### config.mk
export PLATFORM = sky130hd
export DESIGN_NAME = mctw_conv
export DESIGN_NICKNAME = d
export VERILOG_FILES = /design/src/rtl/mctw_pkg.sv /design/src/rtl/mctw_conv.sv
export SDC_FILE = /design/constraint.sdc
export NUM_CORES = 1
export LEC_CHECK = 0
export BUFFER_PORTS_ARGS = -buffer_cell sky130_fd_sc_hd__buf_2
export CAP_MARGIN = 20
export CORE_ASPECT_RATIO = 1.75
export CORE_MARGIN = 5
export CORE_UTILIZATION = 55
export DETAILED_ROUTE_END_ITERATION = 16
export PLACE_DENSITY = 0.72
export RECOVER_POWER = 50
export SYNTH_ARGS = -nofsm -noshare
export SYNTH_HDL_FRONTEND = slang
export SYNTH_SLANG_ARGS = --single-unit
### constraint.sdc
create_clock -name clock -period 10.8 [get_ports clock]
set_input_delay 1.62 -clock clock [delete_from_list [all_inputs] [get_ports clock]]
set_output_delay 1.62 -clock clock [all_outputs]
set_load 0.01 [all_outputs]
### src/rtl/mctw_pkg.sv
package mctw_pkg;

   // sizing of the channel table and of the tick timebase
   localparam int CHANNELS      = 8;
   localparam int TICKS_PER_SEC = 1000;

   // request / response field widths
   localparam int OP_W   = 3;
   localparam int CHAN_W = 4;
   localparam int MS_W   = 16;
   localparam int CNT_W  = 16;

   // opcodes
   localparam logic [OP_W-1:0] OP_START   = 3'd0;
   localparam logic [OP_W-1:0] OP_FEED    = 3'd1;
   localparam logic [OP_W-1:0] OP_SUSPEND = 3'd2;
   localparam logic [OP_W-1:0] OP_RUN     = 3'd3;
   localparam logic [OP_W-1:0] OP_TICK    = 3'd4;

   // channel modes
   localparam logic [1:0] MODE_IDLE = 2'd0;
   localparam logic [1:0] MODE_RUN  = 2'd1;
   localparam logic [1:0] MODE_SUSP = 2'd2;

   // ms to ticks: TICKS_PER_SEC * (ms + MS_ROUND) / MS_DEN
   localparam int MS_ROUND = 500 / TICKS_PER_SEC;
   localparam int MS_DEN   = 1000;
   localparam int SUM_W    = MS_W + 1;
   localparam int TPS_W    = $clog2(TICKS_PER_SEC + 1);
   localparam int PROD_W   = TPS_W + SUM_W;

   // divide by MS_DEN as a multiply by the rounded-up reciprocal and a
   // shift; exact for every product below 2**PROD_W
   localparam int     DIV_SH  = PROD_W + $clog2(MS_DEN);
   localparam longint RECIP   = ((longint'(1) << DIV_SH) + MS_DEN - 1) / MS_DEN;
   localparam int     RECIP_W = $clog2(RECIP + 1);
   localparam int     WIDE_W  = PROD_W + RECIP_W;

   // command broadcast to the channel cells
   typedef struct packed {
      logic             start;
      logic             feed;
      logic             suspend;
      logic             run;
      logic [CNT_W-1:0] ticks;
   } cell_cmd_type;

   // status returned by each cell
   typedef struct packed {
      logic scan_out;
      logic expire;
      logic idle;
   } cell_stat_type;

endpackage

### src/rtl/mctw_conv.sv
module mctw_conv
   import mctw_pkg::*;
(
   input  logic             clock,
   input  logic             reset,
   input  logic             go,
   input  logic [MS_W-1:0]  ms,
   output logic             done,
   output logic [CNT_W-1:0] ticks
);

   localparam logic [TPS_W-1:0]   TPS_K   = TPS_W'(TICKS_PER_SEC);
   localparam logic [SUM_W-1:0]   ROUND_K = SUM_W'(MS_ROUND);
   localparam logic [RECIP_W-1:0] RECIP_K = RECIP_W'(RECIP);

   logic              prod_vld_ff, prod_vld_in;
   logic              done_ff, done_in;
   logic [PROD_W-1:0] prod_ff, prod_in;
   logic [CNT_W-1:0]  ticks_ff, ticks_in;

   logic [SUM_W-1:0]  ms_sum;
   logic [WIDE_W-1:0] prod_wide;
   logic [WIDE_W-1:0] quot;

   // stage one scales ms, stage two divides by the ms constant through a
   // multiply by its reciprocal and a shift
   always_comb begin
      ms_sum      = SUM_W'(ms) + ROUND_K;
      prod_in     = PROD_W'(TPS_K) * PROD_W'(ms_sum);
      prod_wide   = WIDE_W'(prod_ff) * WIDE_W'(RECIP_K);
      quot        = prod_wide >> DIV_SH;
      ticks_in    = quot[CNT_W-1:0];
      prod_vld_in = go;
      done_in     = prod_vld_ff;
   end

   always_ff @(posedge clock) begin
      if (reset) begin
         prod_vld_ff <= 1'b0;
         done_ff     <= 1'b0;
      end else begin
         prod_vld_ff <= prod_vld_in;
         done_ff     <= done_in;
      end
      prod_ff  <= prod_in;
      ticks_ff <= ticks_in;
   end

   assign done  = done_ff;
   assign ticks = ticks_ff;

endmodule

==> impl_metrics.csv, run 1 <==
group,metric,value,unit
floorplanning,core,0.0223,mm2
yosys,syn_inst,1207,
critical_path,cp_cell_sequence,"inv_1, ha_1, fa_1, inv_1, fa_1, fa_1, fa_1, inv_1, fa_1, fa_1, inv_1, ha_1, a211oi_1, o21bai_1, a211oi_1, o2111ai_1, nor3b_2, nor3_1, o21ai_0, a31oi_1",
sta,worst_pin_slew,720,ps
critical_path,worstPathMaxFanout,9,
final_layout,post_route_cells_drive_above_1_share,2.97,%
yosys,synth_top_cell_area_share,38.0,%
critical_path,crit_top_cell,"fa_1",
clock_tree,cts-resized-gates,0,
sta,setup_tns,0,ps
critical_path,crit_slowest_cell,"dfxtp_1",
drt,drc,0,
placement,gp_congestion,0.948,
yosys,synthTopCellsByCount,"inv_1 (324), ha_1 (303), fa_1 (236), dfxtp_1 (41), a21oi_1 (39)",
floorplanning,rows,72,
global_route,grt_pass1_vias,9964,
critical_path,reg2reg_to,"ticks[13]$_DFF_P_",
yosys,ys_types,54,
worst_hold_path,min_to,"done$_SDFF_PP0_",
worst_hold_path,worstHoldStart,"done_in$_SDFF_PP0_",
clock_tree,htreeDepth,2,
yosys,synth.avg_cell_area,10.3,um2
critical_path,reg2regPathDepth,20,
critical_path,critPathBufInv,4,
sta,finalHoldViolations,0,
worst_hold_path,worstHoldPathCells,1,
global_route,gr-usage-all-layers,25.0,%
sta,rsz0062_at_grt,"no",
clock_tree,clkLatencyLatePin,300,ps
yosys,synth_edf_count,0,
worst_hold_path,hold_class,"flop to flop",
drt,antenna_left,0,
sta,fin_skew,11.2,ps
yosys,ys_seq_elements,41,
sta,fmax,154,MHz
sta,slew_violations,0,
critical_path,critPathMaxStageDelay,690,ps
yosys,yosys_warnings,0,
critical_path,regToRegSetupSlack,4320,ps
drt,drt-pass1-iter-count,5,
final_layout,diodes,0,
global_route,grt_max_degree,15,
clock_tree,cts-root-buf,"clkbuf_16",
yosys,synth_async_sr_flop_share,0,%
sta,slew_headroom,51.9,%
sta,fin_crit_sh,60.0,%
critical_path,crit_required,10990,ps
yosys,synth_ff_type,"dfxtp_1",
critical_path,critical_path_class,"flop to flop",
final_layout,syn_to_final_growth,5.62,%
final_layout,nets,1804,
placement,portBuffers,35,
global_route,gr-total-overflow,0,
placement,dp_hpwl,27300,um
drt,via_count,8546,
critical_path,reg2reg_from,"prod_ff[19]$_DFF_P_",
sta,setup_viol,0,
clock_tree,cts_hold_buf,0,
yosys,synth_nets,1765,
placement,placed_cells,1535,
drt,viasPerCell,5.54,
critical_path,cp.depth,20,
clock_tree,clockBufferDepth,2,
drt,drt_iter0_drc,344,
yosys,yosys.area.top_type,"fa_1",
sta,post-route-min-period,6480,ps
clock_tree,path_clk_slew,70,ps
global_route,grt_pass1_wl,49000,um
critical_path,start_kind,"flop",
yosys,yosysSeqAreaShare,6.60,%
floorplanning,die-area,0.0258,mm2
critical_path,worst_ep_arrival_time,6680,ps
clock_tree,cts_tree,"built",
flow_run,maxCapViolCount,0,
outcome,outcome,"complete, no violations",
yosys,synth_area_leaders,"fa_1 (38%), ha_1 (30%), inv_1 (9.8%)",
drt,drt_wl_total,29900,um
clock_tree,post_cts_buffers,0,
final_layout,fillers,1934,
clock_tree,cts_buffers,5,
final_layout,register_area,821,um2
floorplanning,die_height,209,um
yosys,yosysMostFrequentCell,"inv_1",
final_layout,final_cells,1543,
global_route,grt_antenna_before_repair,0,
drt,wl_per_cell,19.4,um
floorplanning,die_w,124,um
floorplanning,initial_utilization,55.9,%
clock_tree,cts_sinks,41,
critical_path,critPathCaptureType,"flop",
final_layout,multi_input_area,0.0104,mm2
floorplanning,ios,36,
critical_path,cpLargestDelayFamily,"adder cells",
yosys,synthesis.area,0.0124,mm2
## metal layers
metal | wire [um] | global-route usage [%] | vias up
met5 | 0 | 0 | -
met4 | 2250 | 15.6 | 0
met3 | 558 | 1.30 | 92
met2 | 17500 | 48.9 | 180
met1 | 9580 | 24.3 | 4332
li1 | - | - | 3942
## cell type report
class | instances | area share (%)
inverter | 324 | 9.26
clock inverter | 3 | 0.524
timing repair buffer | 35 | 1.15
multi-input combinational | 839 | 79.1
sequential | 41 | 6.25
tap | 296 | 2.82
clock buffer | 5 | 0.952
## sequential cells by signal, indices dropped and copies added (netlist names)
name,count
ticks,16
done,1
prod_ff,23
done_in,1
## logic make-up after synthesis
| kind of cell | count (synthesis) | share of synthesized area [%] |
|---|---|---|
| adders and majority gates | 539 | 68.5 |
| buffers and inverters | 327 | 9.88 |
| AOI/OAI and AO/OA | 144 | 7.78 |
| and+or+nand+nor | 126 | 5.18 |
| DFF | 41 | 6.60 |
| xor gates and xnor gates | 30 | 2.11 |
## worst max-delay path by stage
| stage | slack [ps] | endpoint | startpoint |
|---|---|---|---|
| 2_1_floorplan | 5100 | ticks[8]$_DFF_P_ | prod_ff[13]$_DFF_P_ |
| 3_3_place_gp | 4370 | ticks[13]$_DFF_P_ | prod_ff[19]$_DFF_P_ |
| 3_5_place_dp | 4300 | ticks[13]$_DFF_P_ | prod_ff[19]$_DFF_P_ |
| 4_1_cts | 4290 | ticks[13]$_DFF_P_ | prod_ff[19]$_DFF_P_ |
| 5_1_grt | 3940 | ticks[13]$_DFF_P_ | prod_ff[16]$_DFF_P_ |
| 6_report | 4320 | ticks[13]$_DFF_P_ | prod_ff[19]$_DFF_P_ |
## layout by cell type, fill, tap and decap left out, types with 4 or more instances in the layout
cell,instances
o21ai_1,9
buf_2,16
xnor2_1,21
a21oi_1,40
nand3_1,12
o21ai_0,18
nor3_1,9
a211oi_1,9
xor2_1,9
a31oi_1,8
or2_2,4
a21o_1,18
o21a_1,7
dfxtp_1,41
nand2b_1,6
nor2b_1,9
fa_1,236
nand2_1,35
inv_1,324
and3_1,7
clkbuf_16,5
o31ai_1,4
ha_1,303
nor2_1,24
clkbuf_1,19
## stage by stage
step	util [%]	hold slack, ps	area [um2]	setup WS [ps]
floorplan	-	414	12400	5100
global placement	58.3	418	13000	4370
detailed placement	58.3	425	13000	4300
CTS	59.2	439	13200	4290
global route	59.1	448	13100	3940
finish	59.1	436	13100	4320
Power of run 1 is left out: the tool's default activity adds up to more than one toggle a clock period on the data nets, which glitch-free logic cannot reach.
==> run 2, diff against run 1 <==
Clock period 10.8 ns to 6.7 ns, I/O delays scaled along.
==> run 2 against run 1 <==
  * Wire length rose by 4.2%
  * Utilization increased by 0.55 points
  * Count of clock-buffer cells in the layout stayed put
  * Largest cell class unchanged
  * Sequential share of layout area hardly changed
  * Critical path type unchanged
  * Highest routed layer unchanged
  * Global-route usage is 0.88 points higher
  * Fmax increased by 2.4%
  * Via count increased by 0.89%
  * Setup slack got worse by 3900 ps
  * Register-to-register slack lost 3900 ps
  * Clock skew is 1.3 ps lower
  * Cell area grew 0.93%
==> impl_metrics.csv, run 2 (synthesis gave the netlist of run 1 again) <==
group,metric,value,unit
drt,drt_iter0_drc,324,
flow_run,maxCapViolCount,0,
final_layout,nets,1820,
global_route,gr-usage-all-layers,25.8,%
critical_path,critPathCaptureType,"flop",
sta,worst_pin_slew,711,ps
sta,fin_skew,9.90,ps
critical_path,critical_path_class,"flop to flop",
final_layout,post_route_cells_drive_above_1_share,4.35,%
sta,fmax,158,MHz
drt,viasPerCell,5.53,
sta,fin_crit_sh,94.5,%
drt,via_count,8622,
final_layout,final_cell_mix,"inv_1 (324), ha_1 (303), fa_1 (236), a21oi_1 (40), dfxtp_1 (39)",
sta,slew_headroom,52.5,%
final_layout,largest_reg_flops,23,
sta,setup_viol,0,
clock_tree,cts_tree,"built",
critical_path,crit_required,6890,ps
final_layout,top_register,"prod_ff",
clock_tree,clockBufferDepth,2,
floorplanning,die_w,124,um
final_layout,syn_to_final_growth,6.61,%
sta,finalHoldViolations,0,
drt,drc,0,
placement,dp_hpwl,28700,um
critical_path,worstPathMaxFanout,8,
final_layout,final_common_cell,"inv_1",
placement,portBuffers,35,
worst_hold_path,hold_class,"flop to flop",
sta,slew_violations,0,
drt,wl_per_cell,20.0,um
global_route,gr-total-overflow,0,
outcome,outcome,"complete, no violations",
clock_tree,clkLatencyLatePin,300,ps
global_route,grt_max_degree,15,
clock_tree,path_clk_slew,60,ps
placement,gp_congestion,1.01,
final_layout,diodes,0,
clock_tree,cts_sinks,41,
global_route,grt_pass1_vias,9836,
drt,drt-pass1-iter-count,4,
sta,rsz0062_at_grt,"no",
clock_tree,cts-root-buf,"clkbuf_16",
floorplanning,die_height,209,um
floorplanning,initial_utilization,55.9,%
sta,setup_tns,0,ps
floorplanning,ios,36,
floorplanning,die-area,0.0258,mm2
drt,antenna_left,0,
clock_tree,cts_buffers,5,
clock_tree,htreeDepth,2,
floorplanning,core,0.0223,mm2
global_route,grt_antenna_before_repair,0,
drt,drt_wl_total,31200,um
floorplanning,rows,72,
critical_path,worst_ep_arrival_time,6520,ps
critical_path,start_kind,"flop",
global_route,grt_pass1_wl,50300,um
sta,post-route-min-period,6330,ps
-- run 2: changes by cell type in the layout (fill, tap and decap cells not counted) --
| cell | delta |
|---|---|
| dfxtp_2 | +2 |
| dfxtp_1 | -2 |
| buf_4 | +16 |
-- run 2: area by class of cell --
cell class / count / area, um2
tap: 296 / 370
clock buffer: 5 / 125
inverter: 324 / 1220
fill: 1961 / 8990
multi-input combinational: 839 / 10400
timing repair buffer: 51 / 272
sequential: 41 / 823
clock inverter: 3 / 68.8
-- run 2: timing repair --
item,CTS,global route
gates resized for setup,0,2
setup buffers,0,0
hold buffers,0,0
endpoints found under the setup margin,0,3
-- run 2: critical path: stages (launching register included) --
cell	delay, ps
dfxtp_1	630
inv_1	120
fa_1	460
fa_1	510
fa_1	500
inv_1	60
fa_1	510
inv_1	60
fa_1	540
inv_1	50
fa_1	480
inv_1	50
fa_1	480
inv_1	40
ha_1	320
nand3_1	170
nor3b_1	220
o31ai_1	120
nor3b_2	220
o31ai_2	430
a21oi_2	120
xnor2_1	130
-- run 2: stage by stage --
stage          setup slack [ps]  cell area, um2  hold WS, ps  util [%]  cells
3_5_place_dp                330           13100          426      58.8   1551
4_1_cts                     304           13300          440      59.7   1559
5_1_grt                    84.2           13300          459      59.6   1559
6_report                    370           13300          437      59.6   1559
2_1_floorplan               999           12400          414         -   1207
3_3_place_gp                444           13100          417      58.8   1551
-- run 2: final timing paths --
| check | startpoint | end | slack (ps) | cells past startpoint |
|---|---|---|---|---|
| hold / removal | done_in$_SDFF_PP0_ | done$_SDFF_PP0_ | 440 | 1 |
| setup reg to reg | prod_ff[14]$_DFF_P_ | ticks[5]$_DFF_P_ | 370 | 21 |
| hold reg to reg | done_in$_SDFF_PP0_ | done$_SDFF_PP0_ | 440 | 1 |
| setup / recovery | prod_ff[14]$_DFF_P_ | ticks[5]$_DFF_P_ | 370 | 21 |
-- run 2: metal layers --
| layer | part of all wire, % | GRT usage [%] |
|---|---|---|
| met3 | 1.9 | 1.49 |
| met1 | 32 | 24.9 |
| met5 | 0 | 0 |
| met4 | 8.4 | 17.4 |
| met2 | 58 | 50.1 |
Power of run 2 is left out for the same reason.
