[config.mk]
export PLATFORM = sky130hd
export DESIGN_NAME = mctw_cell
export DESIGN_NICKNAME = d
export VERILOG_FILES = /design/src/rtl/mctw_pkg.sv /design/src/rtl/mctw_cell.sv
export SDC_FILE = /design/constraint.sdc
export NUM_CORES = 1
export LEC_CHECK = 0
export ABC_AREA = 1
export BUFFER_PORTS_ARGS = -buffer_cell sky130_fd_sc_hd__buf_2
export CAP_MARGIN = 20
export CORE_ASPECT_RATIO = 1.2
export CORE_MARGIN = 2
export CORE_UTILIZATION = 60
export CTS_CLUSTER_DIAMETER = 30
export CTS_CLUSTER_SIZE = 40
export DETAILED_ROUTE_END_ITERATION = 8
export PLACE_DENSITY = 0.79
export SLEW_MARGIN = 10
export SYNTH_ARGS = -nofsm -noshare
export SYNTH_HDL_FRONTEND = slang
export SYNTH_SLANG_ARGS = --single-unit
[constraint.sdc]
create_clock -name clock -period 6.65 [get_ports clock]
set_input_delay 1.33 -clock clock [delete_from_list [all_inputs] [get_ports clock]]
set_output_delay 1.33 -clock clock [all_outputs]
set_load 0.02 [all_outputs]
[src/rtl/mctw_pkg.sv]
package mctw_pkg;

   // sizing of the channel table and of the tick timebase
   localparam int CHANNELS      = 8;
   localparam int TICKS_PER_SEC = 1000;

   // request / response field widths
   localparam int OP_W   = 3;
   localparam int CHAN_W = 4;
   localparam int MS_W   = 16;
   localparam int CNT_W  = 16;

   // opcodes
   localparam logic [OP_W-1:0] OP_START   = 3'd0;
   localparam logic [OP_W-1:0] OP_FEED    = 3'd1;
   localparam logic [OP_W-1:0] OP_SUSPEND = 3'd2;
   localparam logic [OP_W-1:0] OP_RUN     = 3'd3;
   localparam logic [OP_W-1:0] OP_TICK    = 3'd4;

   // channel modes
   localparam logic [1:0] MODE_IDLE = 2'd0;
   localparam logic [1:0] MODE_RUN  = 2'd1;
   localparam logic [1:0] MODE_SUSP = 2'd2;

   // ms to ticks: TICKS_PER_SEC * (ms + MS_ROUND) / MS_DEN
   localparam int MS_ROUND = 500 / TICKS_PER_SEC;
   localparam int MS_DEN   = 1000;
   localparam int SUM_W    = MS_W + 1;
   localparam int TPS_W    = $clog2(TICKS_PER_SEC + 1);
   localparam int PROD_W   = TPS_W + SUM_W;

   // divide by MS_DEN as a multiply by the rounded-up reciprocal and a
   // shift; exact for every product below 2**PROD_W
   localparam int     DIV_SH  = PROD_W + $clog2(MS_DEN);
   localparam longint RECIP   = ((longint'(1) << DIV_SH) + MS_DEN - 1) / MS_DEN;
   localparam int     RECIP_W = $clog2(RECIP + 1);
   localparam int     WIDE_W  = PROD_W + RECIP_W;

   // command broadcast to the channel cells
   typedef struct packed {
      logic             start;
      logic             feed;
      logic             suspend;
      logic             run;
      logic [CNT_W-1:0] ticks;
   } cell_cmd_type;

   // status returned by each cell
   typedef struct packed {
      logic scan_out;
      logic expire;
      logic idle;
   } cell_stat_type;

endpackage

[src/rtl/mctw_cell.sv]
module mctw_cell
   import mctw_pkg::*;
(
   input  logic          clock,
   input  logic          reset,
   input  cell_cmd_type  cmd,
   input  logic          sel,
   input  logic          scan_in,
   output cell_stat_type stat
);

   logic [1:0]       mode_ff, mode_in;
   logic [CNT_W-1:0] reload_ff, reload_in;
   logic [CNT_W-1:0] remain_ff, remain_in;
   logic [CNT_W-1:0] fcnt_ff, fcnt_in;
   logic [CNT_W-1:0] fseen_ff, fseen_in;
   logic             scan_out_ff, scan_out_in;
   logic             expire_ff, expire_in;

   logic [CNT_W-1:0] fcnt_inc;
   logic [CNT_W-1:0] remain_dec;

   // per-channel command handling and the scan token pass
   always_comb begin
      fcnt_inc    = fcnt_ff + 1'b1;
      remain_dec  = remain_ff - 1'b1;
      mode_in     = mode_ff;
      reload_in   = reload_ff;
      remain_in   = remain_ff;
      fcnt_in     = fcnt_ff;
      fseen_in    = fseen_ff;
      expire_in   = 1'b0;
      if (sel) begin
         if (cmd.start) begin
            reload_in = cmd.ticks;
            remain_in = cmd.ticks;
            mode_in   = MODE_RUN;
         end
         if (cmd.feed) begin
            // never land on the value the last check saw
            fcnt_in = (fcnt_inc == fseen_ff) ? fcnt_inc + 1'b1 : fcnt_inc;
         end
         if (cmd.suspend) begin
            mode_in = MODE_SUSP;
         end
         if (cmd.run) begin
            mode_in = MODE_RUN;
         end
      end
      if (scan_in && mode_ff == MODE_RUN) begin
         if (fcnt_ff != fseen_ff) begin
            fseen_in  = fcnt_ff;
            remain_in = reload_ff;
         end else begin
            remain_in = remain_dec;
            expire_in = remain_dec == '0;
         end
      end
      scan_out_in = scan_in && !expire_in;
   end

   always_ff @(posedge clock) begin
      if (reset) begin
         mode_ff     <= MODE_IDLE;
         reload_ff   <= '0;
         remain_ff   <= '0;
         fcnt_ff     <= '0;
         fseen_ff    <= '0;
         scan_out_ff <= 1'b0;
         expire_ff   <= 1'b0;
      end else begin
         mode_ff     <= mode_in;
         reload_ff   <= reload_in;
         remain_ff   <= remain_in;
         fcnt_ff     <= fcnt_in;
         fseen_ff    <= fseen_in;
         scan_out_ff <= scan_out_in;
         expire_ff   <= expire_in;
      end
   end

   assign stat.scan_out = scan_out_ff;
   assign stat.expire   = expire_ff;
   assign stat.idle     = mode_ff == MODE_IDLE;

endmodule
==> metrics.md, run 1 <==
| Metric | Value |
|---|---|
| First-pass GRT wire length | `between 15 and 20 mm` |
| R2r endpoint | `fcnt_ff[2]` |
| Post-synth top flop | `dfxtp_1` |
| Vias in the first global route | `about 4500` |
| Number of synthesized flops with an enable pin | `0` |
| Post-CTS setup repair buffer count | `0` |
| 1st-iter DRT viols | `approximately 380` |
| Top cell type's share of synthesized area | `around 30%` |
| Starting Density | `60.9%` |
| Most used cell, CP | `nand2_1` |
| Fin nets | `~800` |
| Crit path cell chain | `buf_2 > nand2_1 > clkinv_1 > nor2_1 > nand2_1 > a21oi_1` |
| Max Cap Violations | `0` |
| Root buffer cell | `clkbuf_8` |
| VDD IR-drop max | `0.179 mV` |
| CP Max Fanout | `17` |
| Synth top area cells | `dfxtp_1 (30%), nand2_1 (22%), a21oi_1 (7.1%), inv_1 (6.3%), nand3_1 (5.8%)` |
| RSZ-0062 raised after global routing | `false` |
| Syn nets | `790` |
| Final wirelength | `approximately 12 mm` |
| Worst setup path startpoint | `sel` |
| Layout area overhead | `7.87%` |
| Largest net degree at the start of global routing | `between 40 and 50` |
| Htree depth | `3` |
| Period utilization | `between 50 and 60%` |
| Setup TNS Final | `0 ns` |
| Final Hold Vio Count | `0` |
| Slew at the pin closest to its max-slew limit | `roughly 0.99 ns` |
| Port buffer count | `26` |
| WL/cell | `approximately 14 µm` |
| Slowest CP cell | `nor2_1` |
| Die height | `100 µm` |
| FF+latch count, synth | `68` |
| Max-slew headroom at the worst pin | `33.4%` |
| Fmax | `roughly 300 MHz` |
| GRT Total Usage | `between 20% and 30%` |
| Core Area | `between 7000 and 8000 µm²` |
| Worst Setup Start Kind | `input port` |
| CP arrival | `between 3 and 4 ns` |
| Clock sink count | `68` |
| Syn. warnings | `0` |
| Hold/Removal Path Class | `reg2reg` |
| Sequential area share after synthesis | `just under 30%` |
| Slew Viols, Final | `0` |
| DR vias | `just under 5000` |
| Synth area leader | `dfxtp_1` |
| Most numerous cell in the Yosys netlist | `nand2_1` |
| Count of cell types in the netlist | `34` |
| Status | `finished, final reports clean` |
| TritonCTS Buffers | `9` |
| Synth cell count leaders | `nand2_1 (268), inv_1 (78), nor2_1 (69), dfxtp_1 (68), a21oi_1 (65)` |
| Layout Utilization | `65.7%` |
| FP Rows | `35` |
| R2R Path Start | `fcnt_ff[1]` |
| Post-CTS sizing | `0` |
| Post-DP HPWL | `8.91 mm` |
| Synth Area per Inst | `between 6 and 7 µm²` |
| R2R cell count | `13` |
| Worst setup path endpoint | `remain_ff[7]` |
| Pwr Density | `217 nW/µm²` |
| Asr flop ratio synth | `0%` |
| Final Setup Violations | `0` |
| Worst-Skew Late Latency | `0.36 ns` |
| Antenna violations before repair | `0` |
| Worst clock skew | `between 0.01 and 0.015 ns` |
| Lkg Pwr | `between 2 and 2.5 nW` |
| Bufs on Longest Clock Path | `2` |
| Overflow after GRT | `0` |
| FF-to-FF setup slack | `between 3 and 4 ns` |
| Period minus WS final | `about 3.3 ns` |
| Critical Path RT | `roughly 6.9 ns` |
| WS Path Type | `in2reg` |
| Num ports | `27` |
| Global placement routability congestion | `0.939` |
| Hold buffers post-CTS | `0` |
| Drt drc | `0` |
| Die area | `8410 µm²` |
| Ant diodes | `0` |
| Gate Count Post-Synth | `762` |
| Die width | `84.0 µm` |
| Final ANT Viol Nets | `0` |
| Synthesized cell area | `4610 µm²` |
| TritonCTS clock tree | `yes` |
| Worst setup EP type | `flip-flop` |
| DRT Pass-1 Iters | `6` |
| CTS clock-pin slew for the worst setup and hold paths | `0.08 ns` |
| Proportion of layout cells with a drive suffix above 1 | `~7.6%` |
| Drt via density | `~5.6` |
| Delay of the slowest critical-path stage | `around 0.91 ns` |
cells in the final DEF, fill, tap and decap left out:
cell type	count
a21oi_1	65
and3_1	1
buf_2	26
buf_4	1
bufinv_16	1
clkbuf_8	12
clkinv_1	2
clkinv_4	1
clkinvlp_4	1
dfxtp_1	68
ha_1	4
inv_1	78
inv_2	2
inv_6	1
nand2_1	268
nand2_2	1
nand3_1	53
nand3_2	1
nand3b_1	6
nand4_1	18
nand4_2	1
nor2_1	69
nor2_2	6
nor2_4	4
nor2_8	1
nor3_1	12
nor3b_1	1
nor4_1	1
o211ai_1	3
o21ai_0	26
o21bai_1	4
o221ai_1	13
o31ai_1	1
xnor2_1	14
xor2_1	15
kinds of logic (layout without fill, tap and decap cells):
group / count (synthesis) / in the layout / synth area share, %
AND/OR/NAND/NOR: 443 / 443 / 41.2
AO/OA/AOI/OAI: 112 / 112 / 13.6
buffers and inverters: 106 / 125 / 9.06
flip-flops: 68 / 68 / 29.5
XOR/XNOR: 29 / 29 / 5.51
adder cells (fa/ha/maj): 4 / 4 / 1.09
metal layers:
layer	global-route usage, %	routed length (µm)	vias up	part of all wire (%)
met4	17.0	495	0	4.1
li1	-	-	2493	-
met5	0	0	-	0
met2	51.0	5950	182	49
met3	4.93	710	49	5.9
met1	33.4	4890	2139	41
flip-flops by register name, summed over array words and instances (netlist names):
name,cells
fcnt_ff,16
fseen_ff,16
reload_ff,16
remain_ff,16
mode_ff,2
expire_ff,1
scan_out_ff,1
worst min-delay path by stage:
stage               slack, ns           from            end  cells past startpoint
floorplan                0.44     mode_ff[0]     mode_ff[0]                      2
global placement         0.45  reload_ff[12]  reload_ff[12]                      2
detailed placement       0.46   reload_ff[1]   reload_ff[1]                      2
CTS                      0.47   reload_ff[1]   reload_ff[1]                      2
global route             0.49   reload_ff[6]   reload_ff[6]                      2
finish                   0.47   reload_ff[1]   reload_ff[1]                      2
metrics by stage:
stage | std cells | worst slack, ns | hold slack [ns] | area [µm²] | power [mW]
finish | 873 | 3.31 | 0.467 | 4970 | 1.08
CTS | 873 | 3.30 | 0.468 | 4970 | 1.08
global route | 873 | 2.96 | 0.488 | 4970 | 1.13
global placement | 857 | 3.00 | 0.453 | 4750 | 0.692
floorplan | 762 | 4.11 | 0.439 | 4610 | 0.641
detailed placement | 857 | 2.92 | 0.456 | 4750 | 0.698
power by group:
| group | switching, mW | internal, mW | leakage [nW] |
|---|---|---|---|
| Combinational | 0.158 | 0.0806 | 1.59 |
| Clock | 0.179 | 0.206 | 0.109 |
| Sequential | 0.0237 | 0.431 | 0.557 |
| Total | 0.361 | 0.718 | 2.26 |
critical path, delay by kind of cell:
kind | cells | cell delay, ns
buffers and inverters | 2 | 0.65
AO/OA/AOI/OAI | 1 | 0.17
AND/OR/NAND/NOR | 3 | 1.44
cell type report:
| type | instances | area [µm²] |
|---|---|---|
| well taps | 92 | 115 |
| repair buffers | 27 | 138 |
| fillers | 701 | 2600 |
| flip-flops and latches | 68 | 1360 |
| inverters | 82 | 308 |
| clock inverters | 4 | 55.1 |
| multi-input cells | 588 | 2830 |
| clock buffers | 12 | 165 |
Power figures use the tool's default switching activity.
==> inputs of run 2 (changes only) <==
- clock period: 6.65 -> 3.3 ns (I/O delays scaled with it)
==> run 2 against run 1 <==
Effect of this change:
- flip-flop and latch count is the same
- critical path depth rose by 8
- highest routed layer unchanged
- first-iteration DRC count decreased by 33%
- utilization is 0.20 points higher
==> metrics.md, run 2 (same netlist as run 1, synthesis figures left out) <==
| Metric | Value |
|---|---|
| Antenna violations before repair | `0 (unchanged)` |
| TritonCTS clock tree | `yes` |
| Drt drc | `0 (unchanged)` |
| VDD IR-drop max | `0.300 mV (+67%)` |
| Die width | `84.0 µm (unchanged)` |
| CTS clock-pin slew for the worst setup and hold paths | `0.08 ns (about the same)` |
| Status | `finished, final reports clean` |
| Post-CTS sizing | `0 (unchanged)` |
| Slew at the pin closest to its max-slew limit | `0.652 ns (-0.343 ns)` |
| CP Max Fanout | `8 (-9)` |
| Core Area | `7580 µm² (unchanged)` |
| Worst clock skew | `0.0128 ns (-0.00156 ns)` |
| First-pass GRT wire length | `21.2 mm (+6.4%)` |
| Hold buffers post-CTS | `0 (unchanged)` |
| FF/Latch Area | `1360 µm² (unchanged)` |
| Worst Setup Start Kind | `flip-flop` |
| Slew Viols, Final | `0 (unchanged)` |
| Period utilization | `a little over four fifths` |
| R2R Path Start | `fcnt_ff[0]` |
| Post-DP HPWL | `9.68 mm (+8.7%)` |
| Drt via density | `5.59 (+0.41%)` |
| GRT Total Usage | `31.3% (+2.1 points)` |
| Root buffer cell | `clkbuf_8` |
| Post-CTS setup repair buffer count | `0 (unchanged)` |
| Design Area, Final | `4990 µm² (+0.30%)` |
| Setup TNS Final | `0 ns (unchanged)` |
| Fmax | `roughly 360 MHz` |
| Fin Hold WS | `0.466 ns (-0.000208 ns)` |
| CP arrival | `3.11 ns (-0.51 ns)` |
| Crit path buf inv count | `4 (+2)` |
| Fin nets | `809 (+0.62%)` |
| Num ports | `27 (unchanged)` |
| Ant diodes | `0 (unchanged)` |
| Delay of the slowest critical-path stage | `0.46 ns (-0.45 ns)` |
| Port buffer count | `26 (unchanged)` |
| Vias in the first global route | `4616 (+1.8%)` |
| Most frequent cells in the layout | `nand2_1 (268), inv_1 (78), nor2_1 (69), dfxtp_1 (68), a21oi_1 (65)` |
| Period minus WS final | `approximately 2.8 ns` |
| Worst setup EP type | `flip-flop` |
| Layout area overhead | `8.19%` |
| Proportion of layout cells with a drive suffix above 1 | `8.14% (+0.59 points)` |
| 1st-iter DRT viols | `254 (-33%)` |
| DR vias | `4911 (+0.99%)` |
| Max-slew headroom at the worst pin | `56.5% (+23 points)` |
| Most common cell after layout, fill and taps aside | `nand2_1` |
| TritonCTS Buffers | `9 (unchanged)` |
| Critical Path RT | `3.62 ns (-3.31 ns)` |
| Placed Cells | `862 (+0.58%)` |
| Global placement routability congestion | `1.01 (+8.0%)` |
| Starting Density | `60.9% (unchanged)` |
| Hold/Removal Path Class | `reg2reg` |
| Post-DP Area | `4790 µm² (+0.79%)` |
| Family with the most delay on the worst path | `simple AND/OR/NAND/NOR gates` |
| WS Path Type | `reg2reg` |
| Max Cap Violations | `0 (unchanged)` |
| Crit path cell chain | `inv_2 > ha_1 > inv_1 > nand2_1 > nand2_1 > nor2_1 > nand4_1 > nor3_1 > nand4_2 > clkinv_1 > nand2_1 > nand3_1 > nand2_1 > inv_1` |
| Slowest CP cell | `dfxtp_1` |
| Worst-Skew Late Latency | `0.37 ns (about the same)` |
| Die area | `8410 µm² (unchanged)` |
| Overflow after GRT | `0 (unchanged)` |
| Die height | `100 µm (unchanged)` |
| Fillers | `748 (+6.7%)` |
| Clock sink count | `68 (unchanged)` |
| Area occupied by multi-input gates | `2830 µm² (unchanged)` |
| DRT Pass-1 Iters | `6 (unchanged)` |
| Htree depth | `3 (unchanged)` |
| Final Setup Violations | `0 (unchanged)` |
| Final ANT Viol Nets | `0 (unchanged)` |
| Bufs on Longest Clock Path | `2 (unchanged)` |
| Final wirelength | `12.7 mm (+5.3%)` |
| Non-filler cells, final | `878 (+0.57%)` |
| RSZ-0062 raised after global routing | `false` |
| Largest net degree at the start of global routing | `48 (-2.0%)` |
| Final Hold Vio Count | `0 (unchanged)` |
| Worst setup path startpoint | `fcnt_ff[0]` |
| Pwr Density | `427 nW/µm² (+97%)` |
| FP Rows | `35 (unchanged)` |
| WL/cell | `14.5 µm (+4.7%)` |
| Hold path start | `reload_ff[1]` |
| Most used cell, CP | `nand2_1` |
| Lkg Pwr | `2.27 nW (+0.59%)` |
run 2: worst paths after layout:
path	cells past startpoint	endpoint	slack, ns
setup / recovery	14	fcnt_ff[14]	0.51
hold / removal	2	reload_ff[1]	0.47
setup reg to reg	14	fcnt_ff[14]	0.51
hold reg to reg	2	reload_ff[1]	0.47
run 2: layer usage:
metal	vias to the layer above	share of wire (%)	routed length (µm)	track usage, %
met2	168	51	6520	57.8
met3	41	5.7	727	4.44
met5	-	0	0	0
met4	0	3.5	450	14.1
met1	2197	39	5000	35.5
li1	2505	-	-	-
run 2: tightest hold or removal path, delay by kind of cell, from the launching register on:
family / cells / cell delay (ns)
flip-flops: 1 / 0.31
AO/OA/AOI/OAI: 1 / 0.05
AND/OR/NAND/NOR: 1 / 0.06
run 2: area by class of cell:
cell class	count	share of cell area, %
multi-input cells	588	56.8
flip-flops and latches	68	27.3
inverters	82	6.17
repair buffers	32	3.51
clock buffers	9	2.48
well taps	92	2.31
clock inverters	7	1.48
run 2: metrics by stage:
step	util [%]	setup WS, ns	power, mW
4_1_cts	65.9	0.506	2.13
2_1_floorplan	-	1.19	1.29
3_3_place_gp	63.3	0.506	1.41
3_5_place_dp	63.3	0.524	1.42
6_report	65.9	0.508	2.13
5_1_grt	65.9	0.250	2.23
run 2: where the power goes:
group | internal [mW] | total [mW] | leakage (nW) | switching [mW]
clock network | 0.353 | 0.721 | 0.100 | 0.368
logic | 0.167 | 0.491 | 1.62 | 0.324
registers | 0.869 | 0.918 | 0.557 | 0.0483
